`src/lrcg_pkg.sv`:
```
// shared types, constants and register indexes of the layered rainbow color generator
package lrcg_pkg;

	localparam int TIME_W      = 32;
	localparam int PERIOD_W    = 24;
	localparam int COUNT_W     = 7;
	localparam int LAYER_W     = 6;
	localparam int PHASE_W     = 8;
	localparam int COLOR_W     = 8;
	localparam int MAX_LAYERS  = 64;
	localparam int STEP_W      = 6;
	localparam int QUO_W       = 9;
	localparam int SREM_W      = 6;
	localparam int DIV_LAST    = TIME_W + PHASE_W - 1;
	localparam int SMALL_STEPS = 9;
	localparam int SEG_1       = 85;
	localparam int SEG_2       = 170;
	localparam int COLOR_MAX   = 255;

	localparam int PERIOD_RESET = 2000;
	localparam int COUNT_RESET  = 8;

	typedef enum logic {
		REG_PERIOD = 1'b0,
		REG_LAYERS = 1'b1
	} reg_index_t;

	typedef enum logic [1:0] {
		FR_IDLE,
		FR_DIV,
		FR_PUSH
	} front_state_t;

	typedef struct packed {
		logic [PHASE_W-1:0] phase;
		logic [COUNT_W-1:0] count;
		logic [QUO_W-1:0]   step_quo;
		logic [SREM_W-1:0]  step_rem;
	} lrcg_job_t;

	typedef struct packed {
		logic [COLOR_W-1:0] red;
		logic [COLOR_W-1:0] green;
		logic [COLOR_W-1:0] blue;
	} lrcg_rgb_t;

	function automatic lrcg_rgb_t color_wheel(input logic [PHASE_W-1:0] pos);
		lrcg_rgb_t c;
		logic [PHASE_W-1:0] p;
		logic [PHASE_W-1:0] q;
		logic [PHASE_W-1:0] q3;
		p = ~pos;
		if (p < PHASE_W'(SEG_1)) begin
			q = p;
		end else if (p < PHASE_W'(SEG_2)) begin
			q = p - PHASE_W'(SEG_1);
		end else begin
			q = p - PHASE_W'(SEG_2);
		end
		q3 = PHASE_W'({2'b00, q} + {1'b0, q, 1'b0});
		if (p < PHASE_W'(SEG_1)) begin
			c.red   = COLOR_W'(COLOR_MAX) - q3;
			c.green = '0;
			c.blue  = q3;
		end else if (p < PHASE_W'(SEG_2)) begin
			c.red   = '0;
			c.green = q3;
			c.blue  = COLOR_W'(COLOR_MAX) - q3;
		end else begin
			c.red   = q3;
			c.green = COLOR_W'(COLOR_MAX) - q3;
			c.blue  = '0;
		end
		return c;
	endfunction

endpackage

```
`src/lrcg_front.sv`:
```
// front end: accepts timestamps and computes base phase and layer step by serial division
module lrcg_front (
	input  logic                          clk,
	input  logic                          arst_n,
	input  logic                          push,
	output logic                          full,
	input  logic [lrcg_pkg::TIME_W-1:0]   time_ms,
	input  logic [lrcg_pkg::PERIOD_W-1:0] period_ms,
	input  logic [lrcg_pkg::COUNT_W-1:0]  layer_count,
	output logic                          job_push,
	input  logic                          job_full,
	output lrcg_pkg::lrcg_job_t           job
);
	import lrcg_pkg::*;

	front_state_t        state_q;
	front_state_t        state_d;
	logic [STEP_W-1:0]   step_q;
	logic [TIME_W-1:0]   time_q;
	logic [PERIOD_W-1:0] rem_q;
	logic [PHASE_W-1:0]  phase_q;
	logic [COUNT_W-1:0]  cnt_q;
	logic [SREM_W-1:0]   srem_q;
	logic [QUO_W-1:0]    squo_q;

	logic                accept;
	logic                div_run;
	logic                big_in;
	logic [PERIOD_W:0]   big_tmp;
	logic                big_ge;
	logic [PERIOD_W-1:0] big_next;
	logic [COUNT_W-1:0]  small_tmp;
	logic                small_ge;
	logic [COUNT_W-1:0]  cnt_clamp;
	logic                drop;

	assign accept    = push && !full;
	assign cnt_clamp = (layer_count > COUNT_W'(MAX_LAYERS)) ? COUNT_W'(MAX_LAYERS) : layer_count;
	assign drop      = (cnt_q == '0);

	// long division, dividend bits of the timestamp then eight zeros for the phase
	always_comb begin
		big_in    = (step_q < STEP_W'(TIME_W)) ? time_q[TIME_W-1] : 1'b0;
		big_tmp   = {rem_q, big_in};
		big_ge    = big_tmp >= {1'b0, period_ms};
		big_next  = big_ge ? PERIOD_W'(big_tmp - {1'b0, period_ms}) : big_tmp[PERIOD_W-1:0];
		small_tmp = {srem_q, (step_q == '0)};
		small_ge  = small_tmp >= cnt_q;
	end

	always_comb begin
		state_d = state_q;
		unique case (state_q)
			FR_IDLE: if (push) state_d = FR_DIV;
			FR_DIV:  if (step_q == STEP_W'(DIV_LAST)) state_d = FR_PUSH;
			FR_PUSH: if (!job_full || drop) state_d = FR_IDLE;
			default: state_d = FR_IDLE;
		endcase
	end

	always_comb begin
		full     = 1'b1;
		div_run  = 1'b0;
		job_push = 1'b0;
		unique case (state_q)
			FR_IDLE: full = 1'b0;
			FR_DIV:  div_run = 1'b1;
			FR_PUSH: job_push = !job_full && !drop;
			default: full = 1'b1;
		endcase
	end

	always_ff @(posedge clk or negedge arst_n) begin
		if (!arst_n) begin
			state_q <= FR_IDLE;
			step_q  <= '0;
		end else begin
			state_q <= state_d;
			if (accept) begin
				step_q <= '0;
			end else if (div_run) begin
				step_q <= step_q + 1'b1;
			end
		end
	end

	always_ff @(posedge clk) begin
		if (accept) begin
			time_q  <= time_ms;
			rem_q   <= '0;
			phase_q <= '0;
			cnt_q   <= cnt_clamp;
			srem_q  <= '0;
			squo_q  <= '0;
		end else if (div_run) begin
			time_q <= {time_q[TIME_W-2:0], 1'b0};
			rem_q  <= big_next;
			if (step_q >= STEP_W'(TIME_W)) begin
				phase_q <= {phase_q[PHASE_W-2:0], big_ge};
			end
			if (step_q < STEP_W'(SMALL_STEPS)) begin
				squo_q <= {squo_q[QUO_W-2:0], small_ge};
				srem_q <= small_ge ? SREM_W'(small_tmp - cnt_q) : small_tmp[SREM_W-1:0];
			end
		end
	end

	assign job.phase    = (period_ms == '0) ? '0 : phase_q;
	assign job.count    = cnt_q;
	assign job.step_quo = squo_q;
	assign job.step_rem = srem_q;

endmodule

```
`src/lrcg_queue.sv`:
```
// two-entry job queue between front and back end
module lrcg_queue (
	input  logic                clk,
	input  logic                arst_n,
	input  logic                wr_en,
	input  lrcg_pkg::lrcg_job_t wr_data,
	output logic                q_full,
	input  logic                rd_en,
	output lrcg_pkg::lrcg_job_t rd_data,
	output logic                q_empty
);
	import lrcg_pkg::*;

	lrcg_job_t  mem_q [2];
	logic       wr_ptr_q;
	logic       rd_ptr_q;
	logic [1:0] fill_q;

	assign q_full  = (fill_q == 2'd2);
	assign q_empty = (fill_q == 2'd0);
	assign rd_data = mem_q[rd_ptr_q];

	always_ff @(posedge clk or negedge arst_n) begin
		if (!arst_n) begin
			wr_ptr_q <= 1'b0;
			rd_ptr_q <= 1'b0;
			fill_q   <= '0;
		end else begin
			if (wr_en) wr_ptr_q <= !wr_ptr_q;
			if (rd_en) rd_ptr_q <= !rd_ptr_q;
			if (wr_en && !rd_en) begin
				fill_q <= fill_q + 1'b1;
			end else if (rd_en && !wr_en) begin
				fill_q <= fill_q - 1'b1;
			end
		end
	end

	always_ff @(posedge clk) begin
		if (wr_en) mem_q[wr_ptr_q] <= wr_data;
	end

endmodule

```
`src/lrcg_back.sv`:
```
// back end: walks the layers of one job and drives the result register
module lrcg_back (
	input  logic                         clk,
	input  logic                         arst_n,
	input  lrcg_pkg::lrcg_job_t          job,
	input  logic                         job_empty,
	output logic                         job_pop,
	output logic                         empty,
	input  logic                         pop,
	output logic [lrcg_pkg::LAYER_W-1:0] layer_index,
	output logic [lrcg_pkg::COLOR_W-1:0] red,
	output logic [lrcg_pkg::COLOR_W-1:0] green,
	output logic [lrcg_pkg::COLOR_W-1:0] blue,
	output logic                         last_layer
);
	import lrcg_pkg::*;

	logic               busy_q;
	lrcg_job_t          job_q;
	logic [LAYER_W-1:0] layer_q;
	logic [PHASE_W-1:0] off_q;
	logic [SREM_W-1:0]  rem_q;
	logic               out_valid_q;
	logic [LAYER_W-1:0] layer_index_q;
	lrcg_rgb_t          rgb_q;
	logic               last_q;

	logic               slot_free;
	logic               emit;
	logic               is_last;
	logic [COUNT_W-1:0] rem_sum;
	logic               wrap;
	logic [PHASE_W-1:0] pos;
	lrcg_rgb_t          rgb;

	assign slot_free = !out_valid_q || pop;
	assign emit      = busy_q && slot_free;
	assign job_pop   = !busy_q && !job_empty;
	assign is_last   = ({1'b0, layer_q} + 1'b1) == job_q.count;
	assign rem_sum   = COUNT_W'({1'b0, rem_q}) + COUNT_W'(job_q.step_rem);
	assign wrap      = rem_sum >= job_q.count;
	assign pos       = job_q.phase + off_q;
	assign rgb       = color_wheel(pos);

	always_ff @(posedge clk or negedge arst_n) begin
		if (!arst_n) begin
			busy_q      <= 1'b0;
			out_valid_q <= 1'b0;
		end else begin
			if (job_pop) begin
				busy_q <= 1'b1;
			end else if (emit && is_last) begin
				busy_q <= 1'b0;
			end
			if (emit) begin
				out_valid_q <= 1'b1;
			end else if (pop) begin
				out_valid_q <= 1'b0;
			end
		end
	end

	always_ff @(posedge clk) begin
		if (job_pop) begin
			job_q   <= job;
			layer_q <= '0;
			off_q   <= '0;
			rem_q   <= '0;
		end else if (emit) begin
			layer_q <= layer_q + 1'b1;
			if (wrap) begin
				rem_q <= SREM_W'(rem_sum - job_q.count);
				off_q <= off_q + job_q.step_quo[PHASE_W-1:0] + 1'b1;
			end else begin
				rem_q <= rem_sum[SREM_W-1:0];
				off_q <= off_q + job_q.step_quo[PHASE_W-1:0];
			end
		end
		if (emit) begin
			layer_index_q <= layer_q;
			rgb_q         <= rgb;
			last_q        <= is_last;
		end
	end

	assign empty       = !out_valid_q;
	assign layer_index = layer_index_q;
	assign red         = rgb_q.red;
	assign green       = rgb_q.green;
	assign blue        = rgb_q.blue;
	assign last_layer  = last_q;

endmodule

```
`src/layered_rainbow_color_generator_core.sv`:
```
// top level of the layered rainbow color generator: registers, front end, job queue, back end
// Each timestamp pushed in yields layer_count color results (layer 0 first, last one flagged,
// none when layer_count is 0, at most 64). After taking a timestamp the front end keeps full
// high while a one-bit-a-cycle restoring divider takes 32 steps for time_ms mod period_ms
// and 8 more for the phase, while the per-layer hue step 256/count is divided out alongside,
// and while a push state hands the job to the queue, waiting as long as the queue is full
// (a job of count 0 is dropped instead). The back end then delivers one layer result per
// cycle as long as results are popped, and it overlaps with the front end's division of the
// next timestamp through a two-entry job queue. Configuration writes are always accepted and
// should be made only while no results are pending.
module layered_rainbow_color_generator_core (
	input  logic                          clk,
	input  logic                          arst_n,
	input  logic                          push,
	output logic                          full,
	input  logic [lrcg_pkg::TIME_W-1:0]   time_ms,
	output logic                          empty,
	input  logic                          pop,
	output logic [lrcg_pkg::LAYER_W-1:0]  layer_index,
	output logic [lrcg_pkg::COLOR_W-1:0]  red,
	output logic [lrcg_pkg::COLOR_W-1:0]  green,
	output logic [lrcg_pkg::COLOR_W-1:0]  blue,
	output logic                          last_layer,
	input  logic                          cfg_valid,
	output logic                          cfg_ready,
	input  logic                          cfg_index,
	input  logic [lrcg_pkg::PERIOD_W-1:0] cfg_data
);
	import lrcg_pkg::*;

	logic [PERIOD_W-1:0] period_q;
	logic [COUNT_W-1:0]  layers_q;
	lrcg_job_t           job_in;
	lrcg_job_t           job_out;
	logic                job_push;
	logic                job_full;
	logic                job_pop;
	logic                job_empty;

	assign cfg_ready = 1'b1;

	always_ff @(posedge clk or negedge arst_n) begin
		if (!arst_n) begin
			period_q <= PERIOD_W'(PERIOD_RESET);
			layers_q <= COUNT_W'(COUNT_RESET);
		end else if (cfg_valid && cfg_ready) begin
			unique case (reg_index_t'(cfg_index))
				REG_PERIOD: period_q <= cfg_data;
				REG_LAYERS: layers_q <= cfg_data[COUNT_W-1:0];
				default: ;
			endcase
		end
	end

	lrcg_front u_front (
		.clk         (clk),
		.arst_n      (arst_n),
		.push        (push),
		.full        (full),
		.time_ms     (time_ms),
		.period_ms   (period_q),
		.layer_count (layers_q),
		.job_push    (job_push),
		.job_full    (job_full),
		.job         (job_in)
	);

	lrcg_queue u_queue (
		.clk     (clk),
		.arst_n  (arst_n),
		.wr_en   (job_push),
		.wr_data (job_in),
		.q_full  (job_full),
		.rd_en   (job_pop),
		.rd_data (job_out),
		.q_empty (job_empty)
	);

	lrcg_back u_back (
		.clk         (clk),
		.arst_n      (arst_n),
		.job         (job_out),
		.job_empty   (job_empty),
		.job_pop     (job_pop),
		.empty       (empty),
		.pop         (pop),
		.layer_index (layer_index),
		.red         (red),
		.green       (green),
		.blue        (blue),
		.last_layer  (last_layer)
	);

endmodule
```
`config.mk`:
```
export PLATFORM = sky130hd
export DESIGN_NAME = layered_rainbow_color_generator_core
export DESIGN_NICKNAME = d
export VERILOG_FILES = /design/src/lrcg_pkg.sv /design/src/lrcg_front.sv /design/src/lrcg_queue.sv /design/src/lrcg_back.sv /design/src/layered_rainbow_color_generator_core.sv
export SDC_FILE = /design/constraint.sdc
export NUM_CORES = 1
export LEC_CHECK = 0
export CAP_MARGIN = 20
export CELL_PAD_IN_SITES_DETAIL_PLACEMENT = 0
export CELL_PAD_IN_SITES_GLOBAL_PLACEMENT = 2
export CORE_MARGIN = 2
export CORE_UTILIZATION = 40
export DETAILED_ROUTE_END_ITERATION = 10
export DONT_BUFFER_PORTS = 1
export GPL_TIMING_DRIVEN = 0
export PLACE_DENSITY = 0.73
export SLEW_MARGIN = 20
export SYNTH_ARGS = -nofsm -noshare
export SYNTH_HDL_FRONTEND = slang
export SYNTH_SLANG_ARGS = --single-unit
```
`constraint.sdc`:
```
create_clock -name clk -period 5.73 [get_ports clk]
set_input_delay 0.573 -clock clk [delete_from_list [all_inputs] [get_ports clk]]
set_output_delay 0.573 -clock clk [all_outputs]
set_load 0.005 [all_outputs]
```
==> metrics.txt <==
post-layout utilization of the core 0.4608; via-per-instance ratio 5.073; Worst setup EP type flip-flop; total number of H-tree levels 1; vias in the first global route 8855; clock latency at the later pin of the worst-skew pair ~0.55 ns; Final Setup Violations 0; CTS Root Buffer Type sky130_fd_sc_hd__clkbuf_16; final critical-path required period approximately 5.2 ns; # port buffers 0; post-synthesis register bit count 268; vertical die dimension 189.4 um; WS Path Type reg -> reg; number of failing hold endpoints at the final stage 0; number of buffers inserted to repair setup after CTS 0; clock transition time at the flip-flop clock pins of the worst setup and hold paths 0.06 ns; total routed wire length on the met1 layer 14110 um; antenna cells 0; Area Growth Syn to Fin 12.97%; Total Die Area 35860 sq um; worst clock skew 0.01349 ns; DR WL met2 about 14000 um; I/O pin total 96; initial drt markers 358; CTS tree yes; number of clock buffers inserted by TritonCTS 30; maximum capacitance violations 0; half-perimeter wire length after detailed placement ~22000 um; share of the synthesized area in the top cell type 0.3430; Core Rows 67; Post-synth ARST share 0.1679; antenna violations before repair 1; Max Used Layer met5; sequential area share after synthesis 0.5217; met3 wire length 1061 um; leading post-synthesis cells by cell area sky130_fd_sc_hd__edfxtp_1 34%, sky130_fd_sc_hd__dfxtp_1 9.6%, sky130_fd_sc_hd__dfrtp_1 6.9%; post-detailed-route DRC marker count 0; buffer levels on the longest clock path 3; total wirelength of the detailed-routed design 29350 um; # nets final 1400; critical path peak fanout 8; Synthesized Nets 1362; number of iterations in the first detailed-routing pass 4; post-synthesis instance total between 1000 and 1500; status complete, no violations; slew at the pin closest to its max-slew limit roughly 0.9 ns; hold_ws 0.1284 ns; clk sinks approximately 270; worst min-delay path class in -> reg; effective utilization at floorplan 0.4079; data required time of the critical path 6.01 ns; syn_area_per_cell 11.26 sq um; cell type contributing the most total cell area after synthesis sky130_fd_sc_hd__edfxtp_1; RePlAce Congestion 0.7802; CP startpoint kind flip-flop; setup_tns 0 ns; number of distinct standard cells referenced by the synthesized netlist 82; crit share post-route 0.9141; overflow left after global routing 0; Syn. warnings 0; arrival time at the worst endpoint 5.52 ns; area of the mapped netlist 13750 sq um; main flop type after synthesis sky130_fd_sc_hd__edfxtp_1; largest net degree at the start of global routing 46; setup repair after global routing missed its margin no; width of the die 189.4 um; total number of vias 8782; WL/cell 16.95 um; Post-synth EDFFs 157; total global-route track usage 0.1680; number of pins exceeding their max-slew limit in the final report 0; Peak Freq 0.1909 GHz; antenna viol nets, final 0; share of layout cells above drive strength 1 0.1317; wire length of the first global-routing pass 48240 um; relative max-transition margin 0.4034; core footprint about 34000 sq um
## area by class of cell
type                            count  area, sq um
Fill cell                        3230        18170
Sequential cell                   268         7171
Multi-Input combinational cell    845         6165
Clock buffer                       42        850.8
Tap cell                          448        560.5
Inverter                           64        242.7
Clock inverter                     14        231.5
Buffer                             44        182.7
Timing Repair Buffer                6        125.1
## worst paths after layout
path | start | end | slack, ns | cells after the start
max reg2reg | u_back.off_q[0] | u_back.blue[7] | 0.49 | 16
min reg2reg | u_front.squo_q[7] | u_queue.mem_q[1][13] | 0.46 | 0
max | u_back.off_q[0] | u_back.blue[7] | 0.49 | 16
max in group asynchronous | arst_n | period_q[4] | 4.92 | 2
min in group asynchronous | arst_n | period_q[17] | 0.53 | 2
min | cfg_data[6] | period_q[6] | 0.13 | 2
## state kept, by name (all words and copies together) (netlist names), 24 cells and up
register        count
u_front.time_q     32
u_front.rem_q      24
period_q           24
u_queue.mem_q      58
u_back.job_q       29
## cells in the mapped netlist (10+ instances only)
cell and number:
sky130_fd_sc_hd__inv_1 62, sky130_fd_sc_hd__o211ai_1 10, sky130_fd_sc_hd__nand4_1 15, sky130_fd_sc_hd__nor4_1 11, sky130_fd_sc_hd__mux2_2 69, sky130_fd_sc_hd__xor2_1 31
sky130_fd_sc_hd__a21o_1 22, sky130_fd_sc_hd__edfxtp_1 157, sky130_fd_sc_hd__nor3_1 14, sky130_fd_sc_hd__nor2_1 69, sky130_fd_sc_hd__o21ai_1 10, sky130_fd_sc_hd__a21oi_1 60
sky130_fd_sc_hd__xnor2_1 47, sky130_fd_sc_hd__nand2_1 117, sky130_fd_sc_hd__dfrtp_1 38, sky130_fd_sc_hd__ha_1 73, sky130_fd_sc_hd__dfxtp_1 66, sky130_fd_sc_hd__clkbuf_1 37
sky130_fd_sc_hd__nor2b_1 29, sky130_fd_sc_hd__o21ai_0 86, sky130_fd_sc_hd__nand2b_1 19, sky130_fd_sc_hd__mux2i_1 23, sky130_fd_sc_hd__a211oi_1 13
## cells by family (layout without fill, tap and decap cells)
family | Yosys count | after routing | share of synthesized area
compound gates | 275 | 275 | 0.1308
xor+xnor | 81 | 81 | 0.05416
fa+ha+maj | 79 | 79 | 0.07519
buf+inv | 108 | 170 | 0.03077
flops | 268 | 268 | 0.5217
mux | 93 | 93 | 0.07491
other cells | 1 | 1 | 0.0002728
simple gates | 316 | 316 | 0.1122
## worst max-delay path, cell delays in order (launching register included)
cell                       delay, ns
sky130_fd_sc_hd__dfxtp_1        0.47
sky130_fd_sc_hd__ha_1           0.31
sky130_fd_sc_hd__fa_1           0.63
sky130_fd_sc_hd__a221oi_2       0.42
sky130_fd_sc_hd__a21oi_2        0.14
sky130_fd_sc_hd__o31ai_2        0.43
sky130_fd_sc_hd__nand2_1        0.30
sky130_fd_sc_hd__o32ai_1        0.46
sky130_fd_sc_hd__or2_2          0.22
sky130_fd_sc_hd__inv_1          0.07
sky130_fd_sc_hd__ha_1           0.38
sky130_fd_sc_hd__nand2_1        0.07
sky130_fd_sc_hd__o41ai_1        0.34
sky130_fd_sc_hd__a311o_1        0.21
sky130_fd_sc_hd__a21oi_2        0.09
sky130_fd_sc_hd__xnor2_1        0.30
sky130_fd_sc_hd__mux2i_1        0.13
## cells in the final DEF, fill, tap and decap left out, drive strengths merged, types with 6 or more instances in the layout
cell type  count
xnor2         47
a211oi        15
xor2          32
o211ai        10
a22o           8
dfxtp         66
nand3          8
fa             6
clkbuf        79
bufinv         6
nor3          15
nand2b        20
mux2i         24
a21o          22
nand2        117
nand4         16
a21oi         64
nor2b         29
edfxtp       157
nor4          11
o21a           8
nor2          70
ha            73
or3            7
dfrtp         38
dfstp          7
inv           64
a31oi          6
o21ai         97
buf           12
mux2          69
## what timing repair did
action | 4_1_cts | 5_1_grt
hold buffers | 2 | 0
resized for setup | 0 | 0
endpoints found under the setup margin | 0 | 0
endpoints found under the hold margin | 45 | 0
## per-layer routing
| metal | global-route usage | up-vias |
|---|---|---|
| met2 | 0.2816 | 121 |
| met1 | 0.2277 | 4120 |
| met3 | 0.03058 | 37 |
| met4 | 0.03518 | 2 |
| li1 | - | 4502 |
| met5 | 0 | - |
## metrics by stage
step / setup WS [ns] / cells / area [sq um]
2_1_floorplan: 1.297 / 1221 / 13750
3_3_place_gp: 0.5187 / 1669 / 14310
3_5_place_dp: 0.5303 / 1673 / 14410
4_1_cts: 0.4691 / 1731 / 15530
5_1_grt: 0.06954 / 1731 / 15530
6_report: 0.4921 / 1731 / 15530
Power is not shown: default switching activity piles up to over one toggle a cycle in this logic, so the estimate is an artifact.
